`config.mk`:
```
export PLATFORM = sky130hd
export DESIGN_NAME = rbnd_queue
export DESIGN_NICKNAME = d
export VERILOG_FILES = /design/src/hdl/rbnd_pkg.sv /design/src/hdl/rbnd_queue.sv
export SDC_FILE = /design/constraint.sdc
export NUM_CORES = 1
export LEC_CHECK = 0
export BUFFER_PORTS_ARGS = -buffer_cell sky130_fd_sc_hd__buf_4
export CORE_UTILIZATION = 55
export CTS_BUF_LIST = sky130_fd_sc_hd__clkbuf_16
export CTS_CLUSTER_SIZE = 24
export DETAILED_ROUTE_END_ITERATION = 8
export PLACE_DENSITY_LB_ADDON = 0.2
export SYNTH_ARGS = -nofsm -noshare
export SYNTH_HDL_FRONTEND = slang
export SYNTH_SLANG_ARGS = --single-unit
```
`constraint.sdc`:
```
create_clock -name aclk -period 6.3 [get_ports aclk]
set_input_delay 1.26 -clock aclk [delete_from_list [all_inputs] [get_ports aclk]]
set_output_delay 1.26 -clock aclk [all_outputs]
set_load 0.02 [all_outputs]
```
`src/hdl/rbnd_pkg.sv`:
```
// Shared types, constants and helper functions for the RAW12 Bayer demosaic block.
package rbnd_pkg;

    // Field widths.
    localparam int BYTE_W   = 8;
    localparam int COLOR_W  = 8;
    localparam int COORD_W  = 12;
    localparam int COL_W    = 11;
    localparam int ROW_W    = 12;
    localparam int PAIRS_W  = 12;
    localparam int ROWS_W   = 13;
    localparam int CFG_IDX_W  = 2;
    localparam int CFG_DATA_W = 13;
    localparam int LINE_W   = 2 * COLOR_W;

    // Hard limits of the counters and the line store.
    localparam int LINE_DEPTH_MAX = 2048;
    localparam int ROWS_MAX       = 4096;

    // Register reset values.
    localparam logic [PAIRS_W-1:0] PAIRS_RESET = 12'd2048;
    localparam logic [ROWS_W-1:0]  ROWS_RESET  = 13'd3072;

    // Default image limits.
    localparam int MAX_IMAGE_WIDTH_DEF  = 4096;
    localparam int MAX_IMAGE_HEIGHT_DEF = 4096;

    // Depth of the queue between the front and back ends.
    localparam int QUEUE_DEPTH = 2;

    typedef enum logic [CFG_IDX_W-1:0] {
        REG_PAIRS_PER_ROW = 2'd0,
        REG_FRAME_ROWS    = 2'd1
    } cfg_index_t;

    // One odd-row block on its way to the back end.
    typedef struct packed {
        logic [COLOR_W-1:0] red;
        logic [COLOR_W-1:0] green;
        logic [COLOR_W-1:0] blue;
        logic [COORD_W-1:0] x0;
        logic [COORD_W-1:0] y0;
        logic               last;
    } block_t;

    // Pairs per row: zero acts as one, large values saturate at the cap.
    function automatic logic [PAIRS_W-1:0] clamp_pairs(input logic [PAIRS_W-1:0] v,
                                                       input logic [PAIRS_W-1:0] cap);
        logic [PAIRS_W-1:0] r;
        begin
            r = (v == '0) ? PAIRS_W'(1) : v;
            if (r > cap) r = cap;
            return r;
        end
    endfunction

    // Frame rows: rounded down to even, at least two, saturated at the cap.
    function automatic logic [ROWS_W-1:0] clamp_rows(input logic [ROWS_W-1:0] v,
                                                     input logic [ROWS_W-1:0] cap);
        logic [ROWS_W-1:0] r;
        begin
            r = {v[ROWS_W-1:1], 1'b0};
            if (r < ROWS_W'(2)) r = ROWS_W'(2);
            if (r > cap) r = cap;
            return r;
        end
    endfunction

endpackage

```
`src/hdl/rbnd_queue.sv`:
```
// Small register FIFO of classified blocks between the front and back ends.
module rbnd_queue #(
    parameter int DEPTH = rbnd_pkg::QUEUE_DEPTH
) (
    input  logic             aclk,
    input  logic             aresetn,
    input  logic             push,
    input  rbnd_pkg::block_t push_data,
    output logic             full,
    input  logic             pop,
    output logic             head_valid,
    output rbnd_pkg::block_t head_data
);

    localparam int PW = (DEPTH < 2) ? 1 : $clog2(DEPTH);
    localparam int CW = $clog2(DEPTH + 1);

    rbnd_pkg::block_t entry_reg [DEPTH];
    logic [PW-1:0]    wr_ptr_reg, wr_ptr_next;
    logic [PW-1:0]    rd_ptr_reg, rd_ptr_next;
    logic [CW-1:0]    count_reg,  count_next;

    assign full       = (count_reg == CW'(DEPTH));
    assign head_valid = (count_reg != '0);
    assign head_data  = entry_reg[rd_ptr_reg];

    always_comb begin
        wr_ptr_next = wr_ptr_reg;
        rd_ptr_next = rd_ptr_reg;
        count_next  = count_reg;
        if (push) begin
            wr_ptr_next = (wr_ptr_reg == PW'(DEPTH - 1)) ? '0 : wr_ptr_reg + PW'(1);
        end
        if (pop) begin
            rd_ptr_next = (rd_ptr_reg == PW'(DEPTH - 1)) ? '0 : rd_ptr_reg + PW'(1);
        end
        if (push && !pop) begin
            count_next = count_reg + CW'(1);
        end else if (pop && !push) begin
            count_next = count_reg - CW'(1);
        end
    end

    always_ff @(posedge aclk) begin
        if (!aresetn) begin
            wr_ptr_reg <= '0;
            rd_ptr_reg <= '0;
            count_reg  <= '0;
        end else begin
            wr_ptr_reg <= wr_ptr_next;
            rd_ptr_reg <= rd_ptr_next;
            count_reg  <= count_next;
        end
    end

    always_ff @(posedge aclk) begin
        if (push) begin
            entry_reg[wr_ptr_reg] <= push_data;
        end
    end

endmodule

```
* After elaboration in Yosys (flattened, before gate mapping)
Memory sizes are Yosys's and may differ from the RTL's. A register that Yosys moved wholly into a read port is not among the register bits.
Cells that the tools add are included.
** Cells by class
- Mux-type cells :: 8
- Div/mod/pow operators :: 0
- Multiply operators :: 0
- Reductions and logical operators :: 6
- Equal/unequal tests :: 1
- Add/sub/neg operators :: 4
- Shift-type cells :: 0
- Order comparisons :: 0
- Bitwise logic cells :: 0
** Operator list (number)
- $mux 1 :: 6
- $mux 2 :: 2
- $reduce_bool 2->1 :: 2
- $add 1x1->1 const B :: 2
- $add 2x1->2 const B :: 1
- $eq 2x2->1 const B :: 1
- $logic_and 1x1->1 :: 2
- $logic_not 1->1 :: 2
- $sub 2x1->2 const B :: 1
** Word-level totals
- Input bits :: 53
- Bits in writable memories :: 98
- Memory bits (read-only) :: 0
- Memories :: 1
- Word-level logic and storage cells :: 23
- Flip-flop bits (word level) :: 4
- Output and inout port bits :: 51
- Latch bits :: 0
** Memory list
- entry_reg :: depth 2, bits a word 49, rd ports 1, clocked after memory_dff 1, wr ports 1, line rbnd_queue.sv:18 : rbnd_pkg::block_t entry_reg [DEPTH];

* Depth between registers and ports, before layout
- Depth in word-level cells :: 4
- Gate-level depth with buffers :: 5
- Depth with buffers taken out :: 5

* Worst setup path before layout
Ideal clock, no wire load.
- Kind :: input -> register
- From :: in push
- To :: mem entry_reg[0][0] (netlist name) (enable)
- Arrival :: 3.465 ns
- Stages on the path :: 1
- Setup time :: 0.463 ns
- Setup slack :: 2.373 ns
- Cell sequence :: nor2b_1
** Between the ends
- Longest elaborated chain between the ends :: 2
** Ends and longest elaborated chain
- start, declared :: line rbnd_queue.sv:7 : input logic push,
- $mux 1 :: line rbnd_queue.sv:57 : if (push) begin
- $mux 1 (implied by the code) :: line rbnd_queue.sv:58 : entry_reg[wr_ptr_reg] <= push_data;
- end, declared :: line rbnd_queue.sv:18
Every way passes these cells.

==> results.py <==
metrics = {
    "clock_tree": {
        "worstSkewPairLatency_ps": 320,
        "cts_tree": "built",
        "cts_buffers": 9,
        "cts_max_level": 3,
        "postCtsSetupRepairBufs": 0,
        "hold_buffers": 0,
        "path_clk_slew_ps": 70,
        "root_buffer": "clkbuf_16",
        "cts_buffer_depth": 2,
        "clkSinkCount": 103,
        "cts_resized": 0,
    },
    "pwr": {
        "p_per_area_nw_per_um2": 320,
        "vdd_drop_max_uv": 256,
        "p_leak_nw": 1.87,
        "power_mw": 1.58,
    },
    "cells_and_area": {
        "postLayoutCoreUtil_pct": 76.2,
        "syn_to_final_growth_pct": 31.2,
        "num_antenna_cells": 0,
        "nNetsFinal": 339,
        "largest_reg_flops": 98,
        "regArea_um2": 3040,
        "n_fill_cell": 396,
        "multi_input_area_um2": 678,
        "drive_above_1_share_pct": 59.9,
    },
    "routing": {
        "drtIter0Drc": 107,
        "wl_per_cell_um": 16.5,
        "drcViolationCount": 9,
        "drt-total-wl_um": 6030,
        "via_per_inst": 5.17,
        "dr.pass1.iters": 6,
        "vias": 1892,
        "ant_nets": 0,
    },
    "min_path": {
        "whs_path_depth": 2,
        "min_from": "count_reg[1]",
        "whs_endpoint": "count_reg[1]",
        "min_path_type": "reg2reg",
    },
    "critical_path": {
        "endpoint_kind": "output port",
        "worstRegToRegCells": 2,
        "cp_cell_sequence": "mux2_2, buf_4",
        "worstPathMaxFanout": 49,
        "slowest_stage": "dfxtp_2",
        "cp_data_arrival_time_ps": 2060,
        "r2r-end": "entry_reg[1][22]",
        "start_kind": "register",
        "crit_path_max_incr_delay_ps": 1100,
        "timing.rr.start": "wr_ptr_reg",
        "timing_worst_setup_path_type": "reg2out",
        "worst_ep_required_time_ps": 5040,
        "crit_family": "flip-flops",
        "critPathBufInv": 1,
        "r2r_setup_slack_ps": 4700,
    },
    "yosys": {
        "synthesis.area_um2": 3750,
        "ys_seq_area_share_pct": 81.1,
        "synth.top_cell.area_share_pct": 78.4,
        "ys_seq_elements": 103,
        "ys_types": 17,
        "netlist_instances": 174,
        "synthTopCellsByArea": "edfxtp_1, mux2_2, dfxtp_1",
        "synth_area_per_cell_um2": 21.6,
        "syn_nets": 228,
        "yosys_warnings": 0,
        "yosysTopAreaCell": "edfxtp_1",
    },
    "sta": {
        "skew_ps": 3.99,
        "max_freq_mhz": 302,
        "tightest_slew_ps": 1160,
        "setup-tns-final_ps": 0,
        "min_period_over_period_pct": 52.6,
        "maxSlewHeadroom_pct": 22.7,
        "rsz0062_at_grt": "no",
        "finalSetupViolCount": 0,
        "min_period_ps": 3320,
        "final_max_slew_viol_count": 0,
        "hold_violations": 0,
    },
    "placed_design": {
        "gp_congestion": 0.729,
        "place.port_buffers": 103,
    },
    "die": {
        "initial_core_util_pct": 58.1,
        "core_area_um2": 6460,
        "die_area_um2": 7160,
        "die_w_um": 84.6,
        "die_h_um": 84.6,
        "row_count": 29,
        "io_pins": 104,
    },
    "global_route": {
        "grt_pass1_wl_um": 9180,
        "grt_max_degree": 50,
        "grt_overflow_total": 0,
        "grt.total_usage_pct": 17.3,
        "antenna_found_initial": 0,
        "first_global_vias": 1993,
    },
    "flow_run": {
        "maxCapViolations": 0,
    },
    "outcome": {
        "violations": "DRC",
        "status": "finished with violations",
    },
}
-- cell usage in the layout, fill, tap and decap left out, drive strengths merged --
| cell | instances |
|---|---|
| ha | 1 |
| edfxtp | 98 |
| clkinvlp | 2 |
| and2b | 1 |
| mux2 | 49 |
| or3 | 1 |
| clkbuf | 9 |
| nor2b | 2 |
| bufinv | 2 |
| o21ai | 1 |
| clkinv | 1 |
| buf | 105 |
| or2 | 1 |
| o21a | 1 |
| a21boi | 1 |
| dfxtp | 5 |
| inv | 2 |
| xor2 | 2 |
| and2 | 4 |
| xnor2 | 1 |
-- worst max-delay path by stage --
stage | from | cells after the start | end | slack (ps)
4_1_cts | register | 2 | head_data[40] | 2950
3_5_place_dp | register | 2 | head_data[17] | 3320
2_1_floorplan | push | 1 | entry_reg[0][0] | 2370
6_report | register | 2 | head_data[40] | 2980
5_1_grt | register | 2 | head_data[8] | 2880
3_3_place_gp | register | 2 | head_data[40] | 3310
-- Yosys cell counts --
library cell  count
xnor2_1           1
o21ai_0           1
ha_1              1
a21boi_1          1
xor2_1            2
buf_6             2
inv_1             1
nor2b_1           2
dfxtp_1           5
or2_2             1
and2_1            4
or3_1             1
buf_2             3
mux2_2           49
and2b_2           1
edfxtp_1         98
o21a_1            1
-- metrics by stage --
stage	cell area [um^2]	std cells	setup WS (ps)	hold WS [ps]
6_report	4920	366	2980	511
5_1_grt	4920	366	2880	543
4_1_cts	4920	366	2950	521
3_5_place_dp	4610	351	3320	512
3_3_place_gp	4610	351	3310	478
2_1_floorplan	3750	174	2370	461
-- metal layers --
layer | GRT usage, % | routed length (um) | up-vias
met5 | 0 | 0 | -
met4 | 6.47 | 48 | 0
met3 | 6.10 | 462 | 5
li1 | - | - | 900
met2 | 30.0 | 3050 | 66
met1 | 19.9 | 2470 | 921
-- worst register-to-register path: stages, from the launching register on --
cell and delay, ps:
dfxtp_1 380, and2_2 330, buf_4 510
-- layout make-up --
type / count / area share [%]
well taps: 77 / 1.96
clock buffers: 9 / 4.57
inverters: 1 / 0.0762
flip-flops and latches: 103 / 61.8
clock inverters: 6 / 1.78
multi-input cells: 65 / 13.8
repair buffers: 105 / 16.0
-- power breakdown --
part	leakage (nW)	internal (mW)	switching (mW)
Clock	0.149	0.345	0.224
Combinational	0.755	0.103	0.0945
Sequential	0.962	0.790	0.0207
-- cells by family (layout without fill, tap and decap cells) --
group / Yosys count / after routing / synth area share, %
compound gates: 3 / 3 / 0.533
xor+xnor: 3 / 3 / 0.700
fa+ha+maj: 1 / 1 / 0.333
buf+inv: 6 / 121 / 1.10
flops: 103 / 103 / 81.1
mux: 49 / 49 / 14.7
simple gates: 9 / 9 / 1.57
Power figures use the tool's default switching activity.
