===== config.mk =====
export PLATFORM = sky130hd
export DESIGN_NAME = rbnd_back
export DESIGN_NICKNAME = d
export VERILOG_FILES = /design/src/hdl/rbnd_pkg.sv /design/src/hdl/rbnd_back.sv
export SDC_FILE = /design/constraint.sdc
export NUM_CORES = 1
export LEC_CHECK = 0
export CAP_MARGIN = 20
export CELL_PAD_IN_SITES_DETAIL_PLACEMENT = 1
export CELL_PAD_IN_SITES_GLOBAL_PLACEMENT = 1
export CORE_UTILIZATION = 25
export CTS_BUF_LIST = sky130_fd_sc_hd__clkbuf_8
export DETAILED_ROUTE_END_ITERATION = 8
export DONT_BUFFER_PORTS = 1
export PLACE_DENSITY_LB_ADDON = 0.1
export SETUP_SLACK_MARGIN = 0.15
export SLEW_MARGIN = 20
export SYNTH_ARGS = -nofsm -noshare
export SYNTH_HDL_FRONTEND = slang
export SYNTH_SLANG_ARGS = --single-unit

===== constraint.sdc =====
create_clock -name aclk -period 4.95 [get_ports aclk]
set_input_delay 0.99 -clock aclk [delete_from_list [all_inputs] [get_ports aclk]]
set_output_delay 0.99 -clock aclk [all_outputs]
set_load 0.005 [all_outputs]

===== src/hdl/rbnd_pkg.sv =====
// Shared types, constants and helper functions for the RAW12 Bayer demosaic block.
package rbnd_pkg;

    // Field widths.
    localparam int BYTE_W   = 8;
    localparam int COLOR_W  = 8;
    localparam int COORD_W  = 12;
    localparam int COL_W    = 11;
    localparam int ROW_W    = 12;
    localparam int PAIRS_W  = 12;
    localparam int ROWS_W   = 13;
    localparam int CFG_IDX_W  = 2;
    localparam int CFG_DATA_W = 13;
    localparam int LINE_W   = 2 * COLOR_W;

    // Hard limits of the counters and the line store.
    localparam int LINE_DEPTH_MAX = 2048;
    localparam int ROWS_MAX       = 4096;

    // Register reset values.
    localparam logic [PAIRS_W-1:0] PAIRS_RESET = 12'd2048;
    localparam logic [ROWS_W-1:0]  ROWS_RESET  = 13'd3072;

    // Default image limits.
    localparam int MAX_IMAGE_WIDTH_DEF  = 4096;
    localparam int MAX_IMAGE_HEIGHT_DEF = 4096;

    // Depth of the queue between the front and back ends.
    localparam int QUEUE_DEPTH = 2;

    typedef enum logic [CFG_IDX_W-1:0] {
        REG_PAIRS_PER_ROW = 2'd0,
        REG_FRAME_ROWS    = 2'd1
    } cfg_index_t;

    // One odd-row block on its way to the back end.
    typedef struct packed {
        logic [COLOR_W-1:0] red;
        logic [COLOR_W-1:0] green;
        logic [COLOR_W-1:0] blue;
        logic [COORD_W-1:0] x0;
        logic [COORD_W-1:0] y0;
        logic               last;
    } block_t;

    // Pairs per row: zero acts as one, large values saturate at the cap.
    function automatic logic [PAIRS_W-1:0] clamp_pairs(input logic [PAIRS_W-1:0] v,
                                                       input logic [PAIRS_W-1:0] cap);
        logic [PAIRS_W-1:0] r;
        begin
            r = (v == '0) ? PAIRS_W'(1) : v;
            if (r > cap) r = cap;
            return r;
        end
    endfunction

    // Frame rows: rounded down to even, at least two, saturated at the cap.
    function automatic logic [ROWS_W-1:0] clamp_rows(input logic [ROWS_W-1:0] v,
                                                     input logic [ROWS_W-1:0] cap);
        logic [ROWS_W-1:0] r;
        begin
            r = {v[ROWS_W-1:1], 1'b0};
            if (r < ROWS_W'(2)) r = ROWS_W'(2);
            if (r > cap) r = cap;
            return r;
        end
    endfunction

endpackage


===== src/hdl/rbnd_back.sv =====
// Back end: expands each block into its four pixels through the output register.
module rbnd_back (
    input  logic                          aclk,
    input  logic                          aresetn,
    input  logic                          head_valid,
    input  rbnd_pkg::block_t              head_data,
    output logic                          pop,
    output logic                          m_valid,
    input  logic                          m_ready,
    output logic [rbnd_pkg::COORD_W-1:0]  m_pixel_x,
    output logic [rbnd_pkg::COORD_W-1:0]  m_pixel_y,
    output logic [rbnd_pkg::COLOR_W-1:0]  m_red,
    output logic [rbnd_pkg::COLOR_W-1:0]  m_green,
    output logic [rbnd_pkg::COLOR_W-1:0]  m_blue,
    output logic                          m_block_done,
    output logic                          m_frame_done
);

    logic [1:0]                    k_reg, k_next;
    logic                          m_valid_reg, m_valid_next;
    logic [rbnd_pkg::COORD_W-1:0]  x_reg;
    logic [rbnd_pkg::COORD_W-1:0]  y_reg;
    logic [rbnd_pkg::COLOR_W-1:0]  red_reg;
    logic [rbnd_pkg::COLOR_W-1:0]  green_reg;
    logic [rbnd_pkg::COLOR_W-1:0]  blue_reg;
    logic                          block_done_reg;
    logic                          frame_done_reg;
    logic                          load;
    logic                          fourth;

    assign load   = head_valid && (!m_valid_reg || m_ready);
    assign fourth = (k_reg == 2'd3);
    assign pop    = load && fourth;

    always_comb begin
        k_next       = load ? k_reg + 2'd1 : k_reg;
        m_valid_next = m_valid_reg;
        if (load) begin
            m_valid_next = 1'b1;
        end else if (m_ready) begin
            m_valid_next = 1'b0;
        end
    end

    always_ff @(posedge aclk) begin
        if (!aresetn) begin
            k_reg       <= '0;
            m_valid_reg <= 1'b0;
        end else begin
            k_reg       <= k_next;
            m_valid_reg <= m_valid_next;
        end
    end

    // Pixel order: top left, top right, bottom left, bottom right.
    always_ff @(posedge aclk) begin
        if (load) begin
            x_reg          <= {head_data.x0[rbnd_pkg::COORD_W-1:1], k_reg[0]};
            y_reg          <= {head_data.y0[rbnd_pkg::COORD_W-1:1], k_reg[1]};
            red_reg        <= head_data.red;
            green_reg      <= head_data.green;
            blue_reg       <= head_data.blue;
            block_done_reg <= fourth;
            frame_done_reg <= fourth && head_data.last;
        end
    end

    assign m_valid      = m_valid_reg;
    assign m_pixel_x    = x_reg;
    assign m_pixel_y    = y_reg;
    assign m_red        = red_reg;
    assign m_green      = green_reg;
    assign m_blue       = blue_reg;
    assign m_block_done = block_done_reg;
    assign m_frame_done = frame_done_reg;

endmodule

* After elaboration in Yosys (flattened, before gate mapping)
Index checks and enable logic that the tools add are counted.
** Word-level totals
- Register bits :: 53
- Output and inout bits :: 52
- Logic and storage cells :: 19
** Cells by class
- Add/subtract/negate cells :: 1
- Equality and inequality tests :: 1
- Multiplexer cells :: 2
- Reduce and logical (&&, ||, !) cells :: 6
** Operator list (count)
- $logic_and A1 B1 Y1 :: 3
- $add A2 B1 Y2 const B :: 1
- $eq A2 B2 Y1 const B :: 1
- $mux W1 :: 2
- $reduce_bool A2 Y1 :: 1
- $logic_not A1 Y1 :: 1
- $logic_or A1 B1 Y1 :: 1

* Depth between registers and ports, before layout
Gate-level depths: netlist of run 1.
- Word-level depth :: 4
- Depth in mapped cells :: 3
- Mapped depth without buffers :: 3

* Worst setup path after synthesis of run 1
No wires, ideal clock.
- Kind :: input port to output port
- Start point :: input port m_ready
- End point :: output port pop
- Data arrival time :: 2094 ps
- Data required time :: 3960 ps
- Slack :: 1866 ps
- Stages :: 3
- Cells stage by stage :: nor2b_4 -> nor2b_4 -> and2_1
** Between the ends
- Word-level cells in the longest chain between the ends :: 3
** RTL lines
- start: declaration :: RTL line rbnd_back.sv:9 : input logic m_ready,
- $logic_or A1 B1 Y1 :: RTL line rbnd_back.sv:31 : assign load = head_valid && (!m_valid_reg || m_ready);
- $logic_and A1 B1 Y1 :: RTL line rbnd_back.sv:31
- net load :: RTL line rbnd_back.sv:28 : logic load;
- $logic_and A1 B1 Y1 :: RTL line rbnd_back.sv:33 : assign pop = load && fourth;
- end: declaration :: RTL line rbnd_back.sv:7 : output logic pop,
The timed path passes the listed nets, and every way through them passes these cells.

* Worst setup path after layout of run 1
Same ends and word-level chain as after synthesis.

==> flow_summary.yaml, run 1 <==
yosys:
  synthCells: 65
  ys_types: 9
  yosysWarnings: 0
  synth_top_area_frac: 0.9050
  yosysSeqAreaShare: 0.9412
  yosysTopAreaCell: "edfxtp_1"
  syn_area_per_cell_um2: 25.52
  ys_ff_latch: 53
  synth_area_mm2: 0.001659
  synthTopCellsByArea: "edfxtp_1 90%, dfxtp_1 3.6%, nor2b_4 1.7%"
  syn_nets: 119
layout:
  drive_gt1_frac: 0.1351
  num-fill-cells: 640
  multi_input_area_um2: 97.59
  antenna_cells_inserted: 0
  final_nets: 127
  syn_to_final_growth_pct: 11.54
  regArea_mm2: 0.001562
sta:
  worst_pin_slew_ps: 655.4
  setup_tns_ps: 0
  max_freq_ghz: 0.3476
  hold_viol_final: 0
  fin_ws_ps: 2074
  max_slew_margin: 0.5630
  rsz0062_at_grt: "no"
  setup_viol: 0
  finClkSkew_ps: 4.154
  period_minus_slack_ps: 2876
  period_share: 0.5811
  whs_ps: 465.7
  drv_slew: 0
power_and_ir_drop:
  report.power.total_w: 0.0007886
  internal_power_w: 0.0006253
  p_sw_w: 0.0001632
  p_per_area_mw_per_mm2: 426.1
  seqPwrFrac: 0.681
  p_sw_frac: 0.2070
  power.share.clock: 0.297
  combPwrFrac: 0.022
  max-vdd-ir-drop_mv: 0.1261
  power.leakage_nw: 0.6055
clock_network:
  clockRootBuffer: "clkbuf_8"
  cts_made_buffers: 5
  ctsHtreeMaxLevel: 2
  postCtsSetupBuffers: 0
  path_clk_slew_ps: 90
  clock-sinks: 53
  clockBufferDepth: 2
  cts_resized: 0
  clk_latency_ps: 300
  cts_tree: "done"
  cts_hold_buffers: 0
route:
  vias_per_cell: 4.212
  routedWlPerCell_um: 18.95
  dr.first_iter.drc_count: 33
  dr.pass1.iters: 3
  remaining_drc_errors: 0
  routed_wl_mm: 2.862
  vias: 636
  postRouteAntennaNets: 0
job:
  drv_cap: 0
worst_setup_path:
  cpMaxStageDelayCell: "buf_4"
  end_kind: "output port"
  cp_top_family: "buffers and inverters"
  slowest_delay_ps: 540
  cp_max_fo: 53
  worstPathArrival_ps: 1890
  path_buf_inv: 1
  crit_type: "in2out"
  cp_cell_sequence: "nor2b_4 > nor2b_4 > buf_4 > and2_1"
  crit_top_cell: "nor2b_4"
  cp_data_required_time_ps: 3960
  critPathLaunchType: "input pin"
placement:
  post-place-ws_ps: 2026
  gp_congestion: 0.5920
  io_buffers: 0
die:
  start_util: 0.2598
  fp-row-count: 29
  core_area_mm2: 0.006386
  die_h_um: 83.47
  die_area_mm2: 0.006966
  ioPinCount: 105
  die_w_um: 83.47
run_status:
  status: "finished clean"
grt:
  antenna_found_initial: 0
  grt_max_degree: 54
  grt_pass1_vias: 672
  gr-total-overflow: 0
  grt_first_pass_wirelength_mm: 4.160
  grt_usage: 0.08209
worst_hold_path:
  hold_path.class: "reg2reg"
-- final timing paths --
path,from,to,slack [ps],cells after the start
hold reg to reg,k_reg[1],m_pixel_y[0],470,0
setup reg to reg,m_valid,m_red[1],3480,3
hold / removal,k_reg[1],m_pixel_y[0],470,0
setup / recovery,m_ready,pop,2070,4
-- synthesized netlist by cell type --
cell type	n
ha_1	1
dfxtp_1	3
o21a_1	1
mux2i_1	2
nand2_1	3
edfxtp_1	50
nand2b_1	1
nor2b_4	2
and2_1	2
-- cell families after synthesis --
logic type	share of synthesized area
simple gates	0.03469
fa+ha+maj	0.007540
compound gates	0.004527
mux	0.01207
flops	0.9412
-- power groups by stage --
stage | sequential, W | combinational [W] | clock (W)
after global routing | 0.000540 | 0.0000188 | 0.000267
final | 0.000537 | 0.0000170 | 0.000234
after global placement | 0.000548 | 0.0000166 | 0
after detailed placement | 0.000549 | 0.0000180 | 0
after CTS | 0.000538 | 0.0000179 | 0.000247
after floorplan | 0.000543 | 0.0000131 | 0
-- through the flow --
stage / utilization / cell area, um^2 / std cells
2_1_floorplan: - / 1659 / 65
3_3_place_gp: 0.2761 / 1763 / 143
3_5_place_dp: 0.2761 / 1763 / 143
4_1_cts: 0.2898 / 1851 / 151
5_1_grt: 0.2898 / 1851 / 151
6_report: 0.2898 / 1851 / 151
-- final cells by class --
type	instances	share of cell area
Tap cell	77	0.05206
Sequential cell	53	0.8438
Clock buffer	5	0.03719
Timing Repair Buffer	1	0.004057
Clock inverter	3	0.01014
Multi-Input combinational cell	12	0.05274
-- cells in the final DEF (no fill, tap or decap) --
master / netlist / layout
mux2i_1: 2 / 2
nand2b_1: 1 / 1
clkbuf_8: 0 / 5
ha_1: 1 / 1
dfxtp_1: 3 / 3
o21a_1: 1 / 1
and2_1: 2 / 2
inv_1: 0 / 1
edfxtp_1: 50 / 50
buf_4: 0 / 1
nor2b_4: 2 / 2
clkinvlp_4: 0 / 2
nand2_1: 3 / 3
-- routing by layer --
metal | share of wire | GRT usage | vias to the layer above
met5 | 0 | 0 | -
met2 | 0.55 | 0.1408 | 49
li1 | - | - | 265
met4 | 0.016 | 0.03698 | 0
met1 | 0.32 | 0.07448 | 317
met3 | 0.11 | 0.05539 | 5
No activity file was read; power rests on OpenSTA's default activity.
==> run 2: changes to the inputs <==
==> constraint.sdc (replaced) <==
create_clock -name aclk -period 2.6 [get_ports aclk]
set_input_delay 0.52 -clock aclk [delete_from_list [all_inputs] [get_ports aclk]]
set_output_delay 0.52 -clock aclk [all_outputs]
set_load 0.005 [all_outputs]
==> run 2 against run 1 <==
Against the previous run: critical path depth down 1; sequential cell count unchanged; global-route usage up 0.16 points; non-clock buffer count up 1; via count up 1.3%; cell area up 0.41%; clock power up 90%; largest cell class unchanged.
==> flow_summary.yaml, run 2 (synthesis results as in run 1) <==
power_and_ir_drop:
  power.leakage_nw: 0.6104
  p_per_area_mw_per_mm2: 807.8
  max-vdd-ir-drop_mv: 0.2989
worst_setup_path:
  cp-endpoint: "pop"
  crit_path_start: "m_valid"
  r2r_end: "m_pixel_x[11]"
  reg2reg_slack_ps: 1310
  end_kind: "output port"
  cp_data_required_time_ps: 2080
  cp_max_fo: 3
  r2r_start: "m_valid"
  crit_type: "reg2out"
  worstPathArrival_ps: 1070
  ff2ff_path_depth: 3
  critPathLaunchType: "flip-flop"
placement:
  dp.cells: 144
  gp_congestion: 0.5960
  io_buffers: 0
sta:
  finClkSkew_ps: 4.769
  period_minus_slack_ps: 1589
  max_slew_margin: 0.7494
  drv_slew: 0
  setup_tns_ps: 0
  hold_viol_final: 0
  rsz0062_at_grt: "no"
  period_share: 0.6111
  max_freq_ghz: 0.6294
  worst_pin_slew_ps: 375.9
  setup_viol: 0
die:
  core_area_mm2: 0.006386
  die_area_mm2: 0.006966
  die_w_um: 83.47
  die_h_um: 83.47
  fp-row-count: 29
  ioPinCount: 105
  start_util: 0.2598
clock_network:
  postCtsSetupBuffers: 0
  clockRootBuffer: "clkbuf_8"
  cts_hold_buffers: 0
  ctsHtreeMaxLevel: 2
  cts_tree: "done"
  path_clk_slew_ps: 90
  clockBufferDepth: 2
  clk_latency_ps: 290
  cts_made_buffers: 5
  cts_resized: 0
  clock-sinks: 53
route:
  routed_wl_mm: 2.960
  postRouteAntennaNets: 0
  remaining_drc_errors: 0
  routedWlPerCell_um: 19.47
  dr.pass1.iters: 2
  vias: 644
  dr.first_iter.drc_count: 21
  vias_per_cell: 4.237
worst_hold_path:
  hold_path.class: "in2reg"
layout:
  mostFrequentLayoutCell: "edfxtp_1"
  antenna_cells_inserted: 0
  final_cells: 152
  drive_gt1_frac: 0.1467
  syn_to_final_growth_pct: 11.99
  final_nets: 128
  layout_common_cells: "50 x edfxtp_1, 5 x clkbuf_8, 3 x nand2_1, 3 x dfxtp_1"
grt:
  grt_pass1_vias: 642
  gr-total-overflow: 0
  grt_usage: 0.08365
  antenna_found_initial: 0
  grt_first_pass_wirelength_mm: 4.160
  grt_max_degree: 30
run_status:
  status: "finished clean"
job:
  drv_cap: 0
run 2: cell count changes in the layout (fill, tap and decap cells not counted), sizes merged:
cell  before  now
buf        1    2
run 2: through the flow:
stage / power [W] / cell area [um^2] / hold WS, ps / setup slack, ps / utilization
after floorplan: 0.001059 / 1659 / 434.1 / 456.2 / -
after global placement: 0.001077 / 1770 / 455.2 / 1207 / 0.2772
after detailed placement: 0.001081 / 1770 / 450.5 / 1194 / 0.2772
after CTS: 0.001529 / 1858 / 297.4 / 990.0 / 0.2909
after global routing: 0.001567 / 1858 / 284.8 / 944.7 / 0.2909
final: 0.001501 / 1858 / 311.3 / 1011 / 0.2909
run 2: layout make-up:
type / instances / area (um^2)
multi-input combinational: 12 / 97.59
clock inverter: 3 / 18.77
fill: 650 / 4528
sequential: 53 / 1562
clock buffer: 5 / 68.82
tap: 77 / 96.34
timing repair buffer: 2 / 15.01
run 2: worst min-delay path by stage:
| stage | startpoint | endpoint | slack (ps) | depth (start not counted) |
|---|---|---|---|---|
| 2_1_floorplan | k_reg[1] | m_pixel_y[0] | 430 | 0 |
| 3_3_place_gp | k_reg[1] | m_pixel_y[0] | 460 | 0 |
| 3_5_place_dp | k_reg[1] | m_pixel_y[0] | 450 | 0 |
| 4_1_cts | head_data[15] | m_pixel_x[2] | 300 | 0 |
| 5_1_grt | head_data[42] | m_red[1] | 280 | 0 |
| 6_report | head_data[31] | m_blue[6] | 310 | 0 |
run 2: layer usage:
metal / global-route usage / vias to the layer above / wire length [um]
met5: 0 / - / 0
met4: 0.03698 / 0 / 51
met3: 0.05539 / 5 / 305
met2: 0.1379 / 49 / 1602
met1: 0.08182 / 324 / 1000
li1: - / 266 / -
run 2: critical path, cell delays in order, from the launching register on:
cell and delay [ps]:
dfxtp_1 360, nor2b_4 180, nor2b_4 50, and2_1 180
run 2: report_power, final:
group	internal, W	leakage (nW)	switching (W)
clock network	0.000186	0.0416	0.000257
registers	0.000995	0.510	0.0000276
logic	0.0000101	0.0585	0.0000244
total	0.00119	0.610	0.000309
==> run 3: changes to the inputs <==
==> constraint.sdc (replaced) <==
create_clock -name aclk -period 1.6 [get_ports aclk]
set_input_delay 0.32 -clock aclk [delete_from_list [all_inputs] [get_ports aclk]]
set_output_delay 0.32 -clock aclk [all_outputs]
set_load 0.005 [all_outputs]
==> run 3 against run 2 <==
Against the previous run: register-to-register slack got worse by 910 ps; setup slack got worse by 760 ps; clock-buffer cell count unchanged; hold slack got worse by 190 ps; first-iteration DRC count fell by 29%; die area did not move; clock skew down 0.99 ps; core utilization grew 0.94 points; cell count up 1.3%; sequential power grew 63%; sequential cell count unchanged; clock power up 91%; critical endpoint unchanged; largest cell class unchanged; highest routed layer unchanged.
==> flow_summary.yaml, run 3 (synthesis results as in run 1) <==
worst_setup_path:
  reg2reg_slack_ps: 400
  end_kind: "output port"
  cp_data_required_time_ps: 1280
  worstPathArrival_ps: 1020
  cp_max_fo: 2
  ff2ff_path_depth: 4
  critPathLaunchType: "flip-flop"
  crit_type: "reg2out"
worst_hold_path:
  hold_depth: 0
  hold_path.class: "in2reg"
grt:
  grt_usage: 0.08358
  grt_max_degree: 24
  gr-total-overflow: 0
  grt_first_pass_wirelength_mm: 4.195
  grt_pass1_vias: 666
  antenna_found_initial: 0
route:
  vias: 644
  remaining_drc_errors: 0
  routedWlPerCell_um: 18.97
  vias_per_cell: 4.182
  postRouteAntennaNets: 0
  dr.pass1.iters: 3
  dr.first_iter.drc_count: 15
  routed_wl_mm: 2.921
clock_network:
  clockBufferDepth: 2
  cts_hold_buffers: 0
  cts_made_buffers: 5
  clock-sinks: 53
  ctsHtreeMaxLevel: 2
  clockRootBuffer: "clkbuf_8"
  path_clk_slew_ps: 90
  cts_tree: "done"
  cts_resized: 0
  postCtsSetupBuffers: 1
  clk_latency_ps: 290
die:
  die_w_um: 83.47
  die_h_um: 83.47
  die_area_mm2: 0.006966
  start_util: 0.2598
  ioPinCount: 105
  core_area_mm2: 0.006386
  fp-row-count: 29
sta:
  period_minus_slack_ps: 1345
  finClkSkew_ps: 3.777
  period_share: 0.8406
  max_freq_ghz: 0.7435
  drv_slew: 0
  rsz0062_at_grt: "no"
  setup_viol: 0
  fin_ws_ps: 255.1
  max_slew_margin: 0.9208
  whs_ps: 116.5
  worst_pin_slew_ps: 115.6
  hold_viol_final: 0
power_and_ir_drop:
  internal_power_w: 0.002102
  combPwrFrac: 0.028
  p_sw_frac: 0.1865
  seqPwrFrac: 0.643
  max-vdd-ir-drop_mv: 0.3816
  p_sw_w: 0.0004818
  power.share.clock: 0.329
  power.leakage_nw: 0.6444
  p_per_area_mw_per_mm2: 1347
layout:
  final_area_mm2: 0.001918
  antenna_cells_inserted: 0
  mostFrequentLayoutCell: "edfxtp_1"
  fin_util: 0.3004
  drive_gt1_frac: 0.1688
  syn_to_final_growth_pct: 15.61
  final_nets: 130
  layout_common_cells: "50 x edfxtp_1, 5 x clkbuf_8, 3 x nand2_1"
  num-fill-cells: 636
placement:
  gp_congestion: 0.5775
  hpwl_mm: 2.231
  io_buffers: 0
  place_area_mm2: 0.001804
  post-place-ws_ps: 423.9
job:
  drv_cap: 0
run_status:
  status: "finished clean"
[run 3: cell count changes in the layout (fill, tap and decap cells not counted), sizes merged]
cell,before,now
clkinvlp,2,0
bufinv,0,1
clkinv,0,1
buf,2,4
[run 3: final cells by class]
type,instances,area (um^2),share of cell area
Clock buffer,5,68.82,0.03588
Tap cell,77,96.34,0.05023
Sequential cell,53,1563,0.8147
Clock inverter,3,37.54,0.01957
Multi-Input combinational cell,12,97.59,0.05088
Timing Repair Buffer,4,55.05,0.02870
[run 3: final timing paths]
kind / startpoint / to
max reg2reg: m_valid / m_green[2]
max: m_valid / pop
min reg2reg: k_reg[1] / m_pixel_y[0]
min: head_data[7] / m_pixel_y[6]
[run 3: worst max-delay path, cell delays in order, from the launching register on]
cell and delay (ps):
dfxtp_2 340, nor2b_4 130, nor2b_4 110, and2_1 150
[run 3: power by group through the flow]
stage	clock (W)	sequential, W	combinational (W)
5_1_grt	0.000945	0.00167	0.0000806
4_1_cts	0.000895	0.00167	0.0000750
3_3_place_gp	0	0.00170	0.0000681
2_1_floorplan	0	0.00168	0.0000406
3_5_place_dp	0	0.00170	0.0000722
6_report	0.000850	0.00166	0.0000716
[run 3: per-layer routing]
layer / routed length (um) / global-route usage / vias up
met5: 0 / 0 / -
met4: 63 / 0.04160 / 0
met3: 360 / 0.05935 / 5
met2: 1441 / 0.1311 / 59
met1: 1055 / 0.08290 / 308
li1: - / - / 272
[run 3: through the flow]
stage	TNS, ps	std cells	total power [W]
floorplan	-2655	65	0.001721
global placement	0	145	0.001763
detailed placement	0	145	0.001769
CTS	0	154	0.002635
global route	0	154	0.002698
finish	0	154	0.002584
